<file path="src/hw/rtl/cba_pkg.sv">
// Package for the contiguous block allocator.
// Holds the pool size, the request and result item types and the status codes.
// No dependencies.
package cba_pkg;

    localparam int POOL_BLOCKS = 128;
    localparam int POS_W       = $clog2(POOL_BLOCKS);
    localparam int CNT_W       = 8;
    localparam int START_W     = 7;
    localparam int FREE_W      = 8;

    localparam logic ACT_ALLOC = 1'b0;
    localparam logic ACT_FREE  = 1'b1;

    localparam logic [1:0] ST_OK        = 2'd0;
    localparam logic [1:0] ST_NO_FIT    = 2'd1;
    localparam logic [1:0] ST_BAD_INDEX = 2'd2;

    typedef struct packed {
        logic             action;
        logic [CNT_W-1:0] block_count;
        logic [CNT_W-1:0] block_index;
    } t_req;

    typedef struct packed {
        logic [1:0]         status;
        logic [START_W-1:0] start_index;
        logic [FREE_W-1:0]  free_count;
    } t_rsp;

endpackage

</file>
<file path="src/hw/rtl/contiguous_block_allocator.sv">
// Top level of the contiguous block allocator: a first-fit allocator over a bitmap.
// The bitmap is a rotating shift register examined one bit per cycle.
// Depends on cba_pkg.
// A free, or an allocate that finds no run, makes one pass of the bitmap.
// An allocate that fits makes two passes: one pass to find the run and one pass to mark it.
// A rejected request (bad count or index) answers in the cycle after acceptance.
// Busy stays high until the result strobe; the next item is taken from that cycle on.
// Synchronous reset frees every block and sets the free count to the pool size.
module contiguous_block_allocator
    import cba_pkg::*;
(
    input  logic i_clk,
    input  logic i_rst_n,
    input  logic i_start,
    input  t_req i_req,
    output logic o_busy,
    output logic o_done,
    output t_rsp o_rsp
);

    localparam logic [1:0] S_IDLE = 2'd0;
    localparam logic [1:0] S_SCAN = 2'd1;
    localparam logic [1:0] S_MARK = 2'd2;
    localparam logic [1:0] S_FREE = 2'd3;

    localparam logic [POS_W-1:0]  POS_LAST  = POS_W'(POOL_BLOCKS - 1);
    localparam logic [CNT_W-1:0]  POOL_CNT  = CNT_W'(POOL_BLOCKS);
    localparam logic [FREE_W-1:0] POOL_FREE = FREE_W'(POOL_BLOCKS);

    logic [1:0]             r_state, n_state;
    logic [POOL_BLOCKS-1:0] r_map, n_map;
    logic [POS_W-1:0]       r_pos, n_pos;
    logic [CNT_W-1:0]       r_run, n_run;
    logic                   r_found, n_found;
    logic [POS_W-1:0]       r_first, n_first;
    logic [POS_W-1:0]       r_last, n_last;
    logic [CNT_W-1:0]       r_count, n_count;
    logic [POS_W-1:0]       r_index, n_index;
    logic [FREE_W-1:0]      r_free, n_free;
    logic                   r_done, n_done;
    t_rsp                   r_rsp, n_rsp;

    logic                   bit_now;
    logic                   bit_out;
    logic [CNT_W-1:0]       run_inc;
    logic                   in_run;

    assign bit_now = r_map[0];
    assign run_inc = r_run + CNT_W'(1);
    assign in_run  = (r_pos >= r_first) && (r_pos <= r_last);

    always_comb begin
        n_state = r_state;
        n_pos   = r_pos;
        n_run   = r_run;
        n_found = r_found;
        n_first = r_first;
        n_last  = r_last;
        n_count = r_count;
        n_index = r_index;
        n_free  = r_free;
        n_done  = 1'b0;
        n_rsp   = r_rsp;
        bit_out = bit_now;
        n_map   = r_map;

        unique case (r_state)
            S_IDLE: begin
                if (i_start) begin
                    n_pos   = '0;
                    n_run   = '0;
                    n_found = 1'b0;
                    n_count = i_req.block_count;
                    n_index = i_req.block_index[POS_W-1:0];
                    n_rsp.start_index = '0;
                    n_rsp.free_count  = r_free;
                    if (i_req.action == ACT_ALLOC) begin
                        if (i_req.block_count == '0 || i_req.block_count > POOL_CNT) begin
                            n_rsp.status = ST_NO_FIT;
                            n_done       = 1'b1;
                        end else begin
                            n_state = S_SCAN;
                        end
                    end else begin
                        if (i_req.block_index >= POOL_CNT) begin
                            n_rsp.status = ST_BAD_INDEX;
                            n_done       = 1'b1;
                        end else begin
                            n_state = S_FREE;
                        end
                    end
                end
            end
            S_SCAN: begin
                n_map = {bit_now, r_map[POOL_BLOCKS-1:1]};
                n_pos = r_pos + POS_W'(1);
                if (!r_found) begin
                    if (bit_now) begin
                        n_run = '0;
                    end else begin
                        n_run = run_inc;
                        if (run_inc == r_count) begin
                            n_found = 1'b1;
                            n_first = r_pos + POS_W'(1) - r_count[POS_W-1:0];
                            n_last  = r_pos;
                        end
                    end
                end
                if (r_pos == POS_LAST) begin
                    if (n_found) begin
                        n_state = S_MARK;
                    end else begin
                        n_state           = S_IDLE;
                        n_rsp.status      = ST_NO_FIT;
                        n_rsp.start_index = '0;
                        n_rsp.free_count  = r_free;
                        n_done            = 1'b1;
                    end
                end
            end
            S_MARK: begin
                bit_out = bit_now | in_run;
                n_map   = {bit_out, r_map[POOL_BLOCKS-1:1]};
                n_pos   = r_pos + POS_W'(1);
                if (r_pos == POS_LAST) begin
                    n_state           = S_IDLE;
                    n_free            = r_free - r_count;
                    n_rsp.status      = ST_OK;
                    n_rsp.start_index = START_W'(r_first);
                    n_rsp.free_count  = n_free;
                    n_done            = 1'b1;
                end
            end
            S_FREE: begin
                if (r_pos == r_index) begin
                    bit_out = 1'b0;
                    if (bit_now) begin
                        n_free = r_free + FREE_W'(1);
                    end
                end
                n_map = {bit_out, r_map[POOL_BLOCKS-1:1]};
                n_pos = r_pos + POS_W'(1);
                if (r_pos == POS_LAST) begin
                    n_state           = S_IDLE;
                    n_rsp.status      = ST_OK;
                    n_rsp.start_index = '0;
                    n_rsp.free_count  = n_free;
                    n_done            = 1'b1;
                end
            end
            default: begin
                n_state = S_IDLE;
            end
        endcase
    end

    always_ff @(posedge i_clk) begin
        if (!i_rst_n) begin
            r_state <= S_IDLE;
            r_map   <= '0;
            r_free  <= POOL_FREE;
            r_done  <= 1'b0;
            r_pos   <= '0;
            r_run   <= '0;
            r_found <= 1'b0;
        end else begin
            r_state <= n_state;
            r_map   <= n_map;
            r_free  <= n_free;
            r_done  <= n_done;
            r_pos   <= n_pos;
            r_run   <= n_run;
            r_found <= n_found;
        end
    end

    always_ff @(posedge i_clk) begin
        r_first <= n_first;
        r_last  <= n_last;
        r_count <= n_count;
        r_index <= n_index;
        r_rsp   <= n_rsp;
    end

    assign o_busy = (r_state != S_IDLE);
    assign o_done = r_done;
    assign o_rsp  = r_rsp;

endmodule
</file>
<file path="config.mk">
export PLATFORM = sky130hd
export DESIGN_NAME = contiguous_block_allocator
export DESIGN_NICKNAME = d
export VERILOG_FILES = /design/src/hw/rtl/cba_pkg.sv /design/src/hw/rtl/contiguous_block_allocator.sv
export SDC_FILE = /design/constraint.sdc
export NUM_CORES = 1
export LEC_CHECK = 0
export BUFFER_PORTS_ARGS = -buffer_cell sky130_fd_sc_hd__buf_2
export CORE_MARGIN = 1.5
export CORE_UTILIZATION = 50
export DETAILED_ROUTE_END_ITERATION = 12
export PLACE_DENSITY = 0.7
export SYNTH_ARGS = -nofsm -noshare
export SYNTH_HDL_FRONTEND = slang
export SYNTH_SLANG_ARGS = --single-unit
</file>
<file path="constraint.sdc">
create_clock -name i_clk -period 4.5 [get_ports i_clk]
set_input_delay 0 -clock i_clk [delete_from_list [all_inputs] [get_ports i_clk]]
set_output_delay 0 -clock i_clk [all_outputs]
set_load 0.02 [all_outputs]
</file>
==> impl_metrics.toml, run 1 <==
[run_status]
outcome = "finished clean"

[global_route]
grt_max_degree = 114
grt_pass1_vias = 6254
track_usage_pct = 20.32
grt-ovfl-total = 0
antenna_found_initial = 0
grt_pass1_wl_um = 30440

[setup_path]
cp_data_required_time_ns = 4.69
end_kind = "flip-flop"
reg2reg_depth = 8
critPathMaxFanout = 15
worstReg2RegEnd = "o_rsp[9]$_DFFE_PP_"
path_cells = "ha_1 -> nor3b_1 -> o21a_1 -> o31ai_1 -> nor4bb_1 -> or2_2 -> a21oi_1 -> buf_4"
rr_startpoint = "r_run[0]$_SDFFE_PN0P_"
crit_path_top_delay_cell = "o31ai_1"
cpPeakStageDelay_ns = 0.40
crit_type = "flip-flop to flip-flop"
rrSetupSlack_ns = 1.89
cp.arrival_ns = 2.79
cp-start-kind = "flip-flop"

[synthesis]
synthSimpleGateAreaFrac_pct = 20.77
synth_common_cells = "288 x nand2_1, 169 x a21oi_1, 155 x dfxtp_1"
ys_seq_area_share_pct = 51.22
synth_compound_area_share_pct = 15.36
ys_top_cells_by_area = "dfxtp_1 35%, edfxtp_1 16%, nand2_1 12%, a21oi_1 9.7%, ha_1 4.3%"
synth_top_area_share_pct = 35.44
synthesis.instances = 1019
synth_adder_area_share_pct = 4.745
synth_top_family_by_area = "simple AND/OR/NAND/NOR gates"
synth_xor_xnor_area_share_pct = 3.487
syn-num-nets = 1071
yosysTopAreaCell = "dfxtp_1"
avgSynthCellArea_um2 = 8.591
ys_async_sr_fraction_pct = 0
synthMuxAreaShare_pct = 0.2430
ys_ff_latch = 201
synth_edf_count = 46
synth.cell_area_mm2 = 0.008755
netlist-cell-type-count = 62
synth_most_common_cell = "nand2_1"
synth_ff_type = "dfxtp_1"
synth_warnings = 0

[drt]
wl_per_cell_um = 14.30
first_iter_violations = 410
viasPerCell = 5.329
drt_pass1_iterations = 5
final_antenna_net_count = 0
num_vias = 6859
drc_errors = 0
wl_um = 18400

[layout]
layout-drive-gt1-share_pct = 8.757
syn_to_final_growth_pct = 14.21
nets = 1098
multi_input_area_mm2 = 0.003919
num-fill-cells = 1568
seq_area_mm2 = 0.004484
insertedDiodeCount = 0

[timing]
min_period_ns = 2.605
setup_viol = 0
max_freq_ghz = 0.3839
finalCritPeriodShare_pct = 57.89
rsz0062_at_grt = "false"
fin_ws_ns = 1.895
finalHoldViolations = 0
drv_slew = 0
max_slew_margin_pct = 22.21
tns_ns = 0
holdWs_ns = 0.02730
skew_ns = 0.01434
worstMarginPinSlew_ns = 1.167

[die]
chipWidth_um = 135.3
dieArea_mm2 = 0.01831
initial_utilization_pct = 50.97
die_y_um = 135.3
core_mm2 = 0.01718
ios = 39
rows = 48

[pwr]
vdd_ir_drop_max_mv = 0.3131
p_per_area_mw_per_mm2 = 421.2
fin_total_pwr_mw = 4.211
leakage_nw = 3.672

[place]
dp_hpwl_um = 11360
port_buffers = 38
dp_slack_ns = 1.923
globalplace.congestion = 0.8585

[clock_tree]
cts_buffer_depth = 3
cts_sinks = 201
clock-root-buffer = "clkbuf_16"
cts_inserted_buffers = 22
cts_setup_buffers = 0
cts.clk_slew.worst_paths_ns = 0.07
cts_tree = "yes"
clkLatencyLatePin_ns = 0.50
htreeDepth = 1

[min_path]
worstHoldStart = "i_req[7]"
hold_class = "input pin to flip-flop"
whs_endpoint = "r_state[1]$_SDFFE_PN0P_"
holdPathStages = 4

[job]
maxCapViolCount = 0
## metal layers
metal	GRT usage [%]	vias to the layer above	part of all wire, %
met5	0	-	0
met4	6.213	0	2.3
met3	3.442	34	4.2
met2	33.02	125	47
met1	27.79	3193	47
li1	-	3507	-
## layout by cell type (no fill, tap or decap), types with 4 or more instances in the layout
cell type      netlist  final
nand2_1            288    288
a21oi_1            169    169
dfxtp_1            155    155
edfxtp_1            46     46
buf_2                4     38
nor2_1              38     37
inv_1               31     30
ha_1                30     30
clkbuf_16            0     24
dlygate4sd3_1        0     19
o21ai_0             18     18
nand3_1             17     17
xor2_1              17     17
xnor2_1             16     16
nor3_1              13     13
a21o_1              11     11
nor2b_1             10     10
buf_4                0      8
nand2b_1             7      7
and3_1               7      7
nand4_1              6      6
o22ai_1              6      6
nor3b_1              5      5
clkinv_1             1      5
nand3b_1             4      4
o21a_1               4      4
a211o_1              4      4
clkinv_2             0      4
## how the worst max path moves through the flow
stage / start / endpoint / slack, ns / cells after the start
final: r_run[0]$_SDFFE_PN0P_ / o_rsp[9]$_DFFE_PP_ / 1.89 / 8
after global routing: r_run[0]$_SDFFE_PN0P_ / o_rsp[11]$_DFFE_PP_ / 1.68 / 8
after CTS: r_run[0]$_SDFFE_PN0P_ / o_rsp[11]$_DFFE_PP_ / 1.89 / 8
after detailed placement: r_run[0]$_SDFFE_PN0P_ / o_rsp[10]$_DFFE_PP_ / 1.92 / 8
after global placement: r_run[0]$_SDFFE_PN0P_ / o_rsp[10]$_DFFE_PP_ / 1.97 / 8
after floorplan: r_run[0]$_SDFFE_PN0P_ / r_first[0]$_DFFE_PP_ / 1.35 / 6
## per-stage QoR
step	util [%]	instances	area, um2
CTS	58.21	1287	9998
detailed placement	52.75	1228	9060
finish	58.21	1287	9998
floorplan	-	1019	8755
global placement	52.75	1228	9060
global route	58.21	1287	9998
## critical path, delay by kind of cell (launching register included)
| kind | cells | cell delay (ns) |
|---|---|---|
| AOI/OAI and AO/OA | 3 | 0.72 |
| buffers and inverters | 1 | 0.25 |
| adders and majority gates | 1 | 0.28 |
| and+or+nand+nor | 3 | 0.66 |
| DFF | 1 | 0.37 |
## final cells by class
| type | count | area share, % |
|---|---|---|
| Sequential cell | 201 | 44.85 |
| Multi-Input combinational cell | 724 | 39.19 |
| Clock buffer | 27 | 6.119 |
| Timing Repair Buffer | 65 | 4.405 |
| Tap cell | 225 | 2.816 |
| Clock inverter | 13 | 1.364 |
| Inverter | 32 | 1.251 |
## report_power, final
| part | internal [mW] | switching, mW | total, mW |
|---|---|---|---|
| registers | 1.90 | 0.0282 | 1.92 |
| logic | 0.123 | 0.327 | 0.451 |
| clock network | 1.14 | 0.702 | 1.84 |
| total | 3.15 | 1.06 | 4.21 |
## repair_timing
item / CTS / global route
gates resized for setup: 0 / 0
endpoints found under the hold margin: 29 / 0
hold buffers: 19 / 0
## cell families after synthesis
| kind of cell | Yosys count |
|---|---|
| adder cells (fa/ha/maj) | 32 |
| buffers and inverters | 94 |
| flip-flops | 201 |
| multiplexers | 2 |
| AND/OR/NAND/NOR | 416 |
| AO/OA/AOI/OAI | 240 |
| XOR/XNOR | 34 |
## sequential cells by signal (all words and copies together), names as in the netlist
| signal | flops |
|---|---|
| o_rsp | 17 |
| r_pos | 7 |
| r_index | 7 |
| r_map | 128 |
| r_free | 8 |
| r_count | 8 |
| r_first | 7 |
| r_state | 2 |
| r_found | 1 |
| r_run | 8 |
| o_done | 1 |
| r_last | 7 |
No activity file was read; power rests on OpenSTA's default activity.
==> inputs of run 2 (changes only) <==
==> constraint.sdc (replaced) <==
create_clock -name i_clk -period 2.6 [get_ports i_clk]
set_input_delay 0 -clock i_clk [delete_from_list [all_inputs] [get_ports i_clk]]
set_output_delay 0 -clock i_clk [all_outputs]
set_load 0.02 [all_outputs]
==> run 2 against run 1 <==
  * Sequential cell count unchanged
  * Global-route usage up 0.32 points
  * Sequential power up 73%
  * Non-clock buffer count up 21
  * Clock power up 58%
==> impl_metrics.toml, run 2 (synthesis results as in run 1) <==
[layout]
final_cell_area_mm2 = 0.01014
syn_to_final_growth_pct = 15.84
final_common_cell = "nand2_1"
final_cell_mix = "288 x nand2_1, 168 x a21oi_1, 155 x dfxtp_1, 46 x edfxtp_1, 38 x buf_2"
nets = 1119
num-fill-cells = 1580
regMostFlops = "r_map"
largest_reg_flops = 128
layout-drive-gt1-share_pct = 10.44
final-instance-count-excl-fill = 1308

[setup_path]
cp_data_required_time_ns = 2.81
reg2reg_depth = 8
cp.arrival_ns = 2.65
cp-start-kind = "flip-flop"
crit_start = "r_run[0]$_SDFFE_PN0P_"
cp-endpoint = "o_rsp[14]$_DFFE_PP_"
crit_type = "flip-flop to flip-flop"
rrSetupSlack_ns = 0.17
rr_startpoint = "r_run[0]$_SDFFE_PN0P_"
critPathMaxFanout = 15
end_kind = "flip-flop"
worstReg2RegEnd = "o_rsp[14]$_DFFE_PP_"

[timing]
tns_ns = 0
setup_viol = 0
finalHoldViolations = 0
finalCritPeriodShare_pct = 93.50
fin_ws_ns = 0.1690
max_freq_ghz = 0.4114
drv_slew = 0
skew_ns = 0.01730
rsz0062_at_grt = "false"
max_slew_margin_pct = 48.30
worstMarginPinSlew_ns = 0.7703
min_period_ns = 2.431

[clock_tree]
cts.clk_slew.worst_paths_ns = 0.06
clkLatencyLatePin_ns = 0.52
cts_buffer_depth = 3
cts_tree = "yes"
htreeDepth = 1
cts_inserted_buffers = 22
cts_sinks = 201
clock-root-buffer = "clkbuf_16"

[die]
die_y_um = 135.3
dieArea_mm2 = 0.01831
core_mm2 = 0.01718
initial_utilization_pct = 50.97
chipWidth_um = 135.3
ios = 39
rows = 48

[global_route]
grt_max_degree = 66
track_usage_pct = 20.64
grt_pass1_wl_um = 30900
grt-ovfl-total = 0
antenna_found_initial = 1
grt_pass1_vias = 6340

[drt]
drt_pass1_iterations = 5
wl_per_cell_um = 14.05
wl_um = 18370
drc_errors = 0
final_antenna_net_count = 0
num_vias = 6941
first_iter_violations = 295
viasPerCell = 5.307

[pwr]
fin_total_pwr_mw = 7.076
p_per_area_mw_per_mm2 = 697.7
vdd_ir_drop_max_mv = 0.5325
leakage_nw = 3.770

[min_path]
holdPathStages = 2
worstHoldStart = "i_req[5]"
hold_class = "input pin to flip-flop"

[place]
postPlaceCellArea_mm2 = 0.009244
port_buffers = 38
dp_hpwl_um = 12100
post-place-cells = 1247
dp_slack_ns = 0.08234
globalplace.congestion = 0.8874

[job]
maxCapViolCount = 0

[run_status]
outcome = "finished clean"
==> run 2: cell count changes in the layout (fill, tap and decap cells not counted), sizes merged <==
cell and delta:
buf +20, clkbuf +7, clkinv -5, bufinv -3
clkinvlp -1, diode +1, dlygate4sd3 +1, inv +1
==> run 2: repair_timing <==
item | in CTS | in global routing
hold buffers | 20 | 0
setup endpoints to repair | 0 | 16
resized for setup | 0 | 1
endpoints found under the hold margin | 29 | 0
buffers inserted | 0 | 1
==> run 2: stage by stage <==
step | hold slack (ns) | util [%]
CTS | 0.1761 | 58.95
detailed placement | 0.1788 | 53.82
global placement | 0.1772 | 53.82
global route | 0.1919 | 59.04
finish | 0.1990 | 59.04
floorplan | 0.09887 | -
==> run 2: area by class of cell <==
class | instances | area (um2) | share of cell area, %
Antenna cell | 1 | 2.502 | 0.02468
Clock inverter | 5 | 56.30 | 0.5552
Clock buffer | 34 | 625.6 | 6.169
Timing Repair Buffer | 86 | 638.1 | 6.292
Multi-Input combinational cell | 724 | 3928 | 38.73
Inverter | 32 | 125.1 | 1.234
Sequential cell | 201 | 4484 | 44.22
Tap cell | 225 | 281.5 | 2.776
==> run 2: power by group <==
| group | total, mW | leakage, nW | switching (mW) | internal [mW] |
|---|---|---|---|---|
| Combinational | 0.841 | 1.76 | 0.580 | 0.261 |
| Sequential | 3.33 | 1.68 | 0.0463 | 3.28 |
| Clock | 2.91 | 0.333 | 1.23 | 1.67 |
| Total | 7.08 | 3.77 | 1.86 | 5.22 |
==> run 2: how the worst min path moves through the flow <==
stage	endpoint	slack (ns)
after floorplan	r_count[0]$_DFFE_PP_	0.1
after global placement	r_index[6]$_DFFE_PP_	0.18
after detailed placement	r_index[5]$_DFFE_PP_	0.18
after CTS	r_index[6]$_DFFE_PP_	0.18
after global routing	r_index[1]$_DFFE_PP_	0.19
final	r_index[5]$_DFFE_PP_	0.20
==> run 2: worst max-delay path, stage by stage (launching register included) <==
cell,delay [ns]
dfxtp_1,0.37
ha_1,0.28
nor3b_1,0.16
o21a_1,0.20
o31ai_2,0.33
nor4bb_1,0.14
or2_2,0.33
a21oi_2,0.16
buf_12,0.17
==> run 2: layer usage <==
layer,GRT usage (%),up-vias,wire (um),share of wire [%]
met2,34.38,131,8896,48
met3,3.479,31,799,4.3
li1,-,3541,-,-
met5,0,-,0,0
met4,6.810,0,415,2.3
met1,27.33,3238,8262,45
==> inputs of run 3 (changes only) <==
--- a/config.mk
+++ b/config.mk
@@ -8,8 +8,10 @@
 export BUFFER_PORTS_ARGS = -buffer_cell sky130_fd_sc_hd__buf_2
 export CORE_MARGIN = 1.5
 export CORE_UTILIZATION = 50
+export CTS_CLUSTER_DIAMETER = 60
 export DETAILED_ROUTE_END_ITERATION = 12
 export PLACE_DENSITY = 0.7
+export REMOVE_ABC_BUFFERS = 1
 export SYNTH_ARGS = -nofsm -noshare
 export SYNTH_HDL_FRONTEND = slang
 export SYNTH_SLANG_ARGS = --single-unit
==> run 3 against run 2 <==
  * Non-clock buffer count is 1 higher
  * Clock power grew 7.9%
  * First-iteration DRC count grew 43%
  * Clock skew shrank 0.0027 ns
  * Design area increased by 0.59%
  * Sequential cell count is the same
  * Maximum frequency grew 0.25%
  * Combinational power is essentially flat
  * Core utilization up 0.35 points
  * Die area did not move
  * Largest power group unchanged
  * Highest routed layer unchanged
==> impl_metrics.toml, run 3 (synthesis results as in run 1) <==
[timing]
finalCritPeriodShare_pct = 93.27
setup_viol = 0
min_period_ns = 2.425
drv_slew = 0
max_freq_ghz = 0.4124
worstMarginPinSlew_ns = 0.6620
finalHoldViolations = 0
tns_ns = 0
max_slew_margin_pct = 55.57
rsz0062_at_grt = "false"
skew_ns = 0.01458

[clock_tree]
cts.clk_slew.worst_paths_ns = 0.06
cts_tree = "yes"
cts_setup_buffers = 0
cts_buffer_depth = 3
clock-root-buffer = "clkbuf_16"
cts_sinks = 201
cts_inserted_buffers = 23
htreeDepth = 1
clkLatencyLatePin_ns = 0.51

[layout]
final_cell_mix = "288 x nand2_1, 169 x a21oi_1, 155 x dfxtp_1, 46 x edfxtp_1, 38 x buf_2"
final-instance-count-excl-fill = 1310
final_common_cell = "nand2_1"
layout-drive-gt1-share_pct = 11.15
final_cell_area_mm2 = 0.01020
regMostFlops = "r_map"
insertedDiodeCount = 0
largest_reg_flops = 128
nets = 1121
syn_to_final_growth_pct = 16.52

[drt]
wl_um = 18270
num_vias = 6933
drc_errors = 0
viasPerCell = 5.292
final_antenna_net_count = 0
first_iter_violations = 422
drt_pass1_iterations = 5
wl_per_cell_um = 13.95

[pwr]
comb_power_share_pct = 11.5
seq_power_share_pct = 45.5
fin_total_pwr_mw = 7.295
p_int_mw = 5.419
switching_share_pct = 25.71
leakage_nw = 3.805
power_switching_mw = 1.876
clock_power_share_pct = 43.0
p_per_area_mw_per_mm2 = 715.2
vdd_ir_drop_max_mv = 0.4992

[place]
globalplace.congestion = 0.9049
post-place-cells = 1249
dp_hpwl_um = 11600
port_buffers = 38
postPlaceCellArea_mm2 = 0.009243

[die]
ios = 39
initial_utilization_pct = 50.97
dieArea_mm2 = 0.01831
core_mm2 = 0.01718
chipWidth_um = 135.3
die_y_um = 135.3
rows = 48

[setup_path]
crit_type = "flip-flop to flip-flop"
cpPeakStageDelay_ns = 0.44
critPathMaxFanout = 15
path_cells = "ha_2 -> and3_1 -> nand3_1 -> xnor2_1 -> nor4bb_2 -> or2_2 -> a21oi_1 -> buf_4"
cp.arrival_ns = 2.62
cp_data_required_time_ns = 2.79
end_kind = "flip-flop"
crit_path_top_delay_cell = "dfxtp_1"
cp-start-kind = "flip-flop"

[global_route]
antenna_found_initial = 0
grt_pass1_wl_um = 30370
grt_max_degree = 118
grt_pass1_vias = 6457
track_usage_pct = 20.29
grt-ovfl-total = 0

[job]
maxCapViolCount = 0

[min_path]
hold_class = "input pin to flip-flop"

[run_status]
outcome = "finished clean"
## run 3: cell count changes in the layout (fill, tap and decap cells not counted), moves of 2 or more
cell	delta
buf_4	+2
clkbuf_1	-4
clkbuf_16	+2
inv_6	+3
## run 3: cell type report
cell class,count,area [um2]
clock buffers,32,660.6
clock inverters,9,83.83
fillers,1533,6975
inverters,32,125.1
multi-input cells,724,3933
flip-flops and latches,201,4484
well taps,225,281.5
repair buffers,87,633.1
## run 3: metrics by stage
step	hold slack, ns	utilization [%]	worst slack [ns]
after global placement	0.1789	53.81	0.1437
after floorplan	0.08887	-	-7.193
after global routing	0.2103	59.39	0.02721
after CTS	0.1934	59.31	0.09297
after detailed placement	0.1784	53.81	0.1064
final	0.2187	59.39	0.1750
## run 3: power by group through the flow
stage / Sequential (mW) / Combinational [mW] / Clock (mW)
after global placement: 3.38 / 0.807 / 0
after global routing: 3.32 / 0.930 / 3.33
final: 3.32 / 0.841 / 3.14
after floorplan: 3.44 / 0.452 / 0
after CTS: 3.32 / 0.842 / 3.21
after detailed placement: 3.38 / 0.816 / 0
## run 3: per-layer routing
layer | global-route usage, % | vias up | part of all wire (%) | routed length, um
li1 | - | 3556 | - | -
met1 | 26.91 | 3181 | 46 | 8385
met2 | 33.48 | 159 | 47 | 8551
met3 | 3.816 | 37 | 5.3 | 963
met4 | 6.691 | 0 | 2.0 | 370
met5 | 0 | - | 0 | 0
## run 3: path summary, 6_finish.rpt
check	depth (start not counted)	slack [ns]	end	from
min reg2reg	2	0.45	r_map[48]$_SDFFE_PN0N_	r_map[48]$_SDFFE_PN0N_
min	2	0.22	r_index[5]$_DFFE_PP_	i_req[5]
max	8	0.17	o_rsp[9]$_DFFE_PP_	r_run[0]$_SDFFE_PN0P_
max reg2reg	8	0.17	o_rsp[9]$_DFFE_PP_	r_run[0]$_SDFFE_PN0P_
## run 3: critical path, delay by kind of cell, from the launching register on
kind / cells / cell delay, ns
AOI/OAI and AO/OA: 1 / 0.14
buffers and inverters: 1 / 0.26
DFF: 1 / 0.44
and+or+nand+nor: 4 / 0.82
adders and majority gates: 1 / 0.27
xor gates and xnor gates: 1 / 0.17
## run 3: repair_timing
action	CTS	global route
hold endpoints to repair	30	0
gates resized for setup	0	3
setup endpoints to repair	0	15
hold buffers	20	0
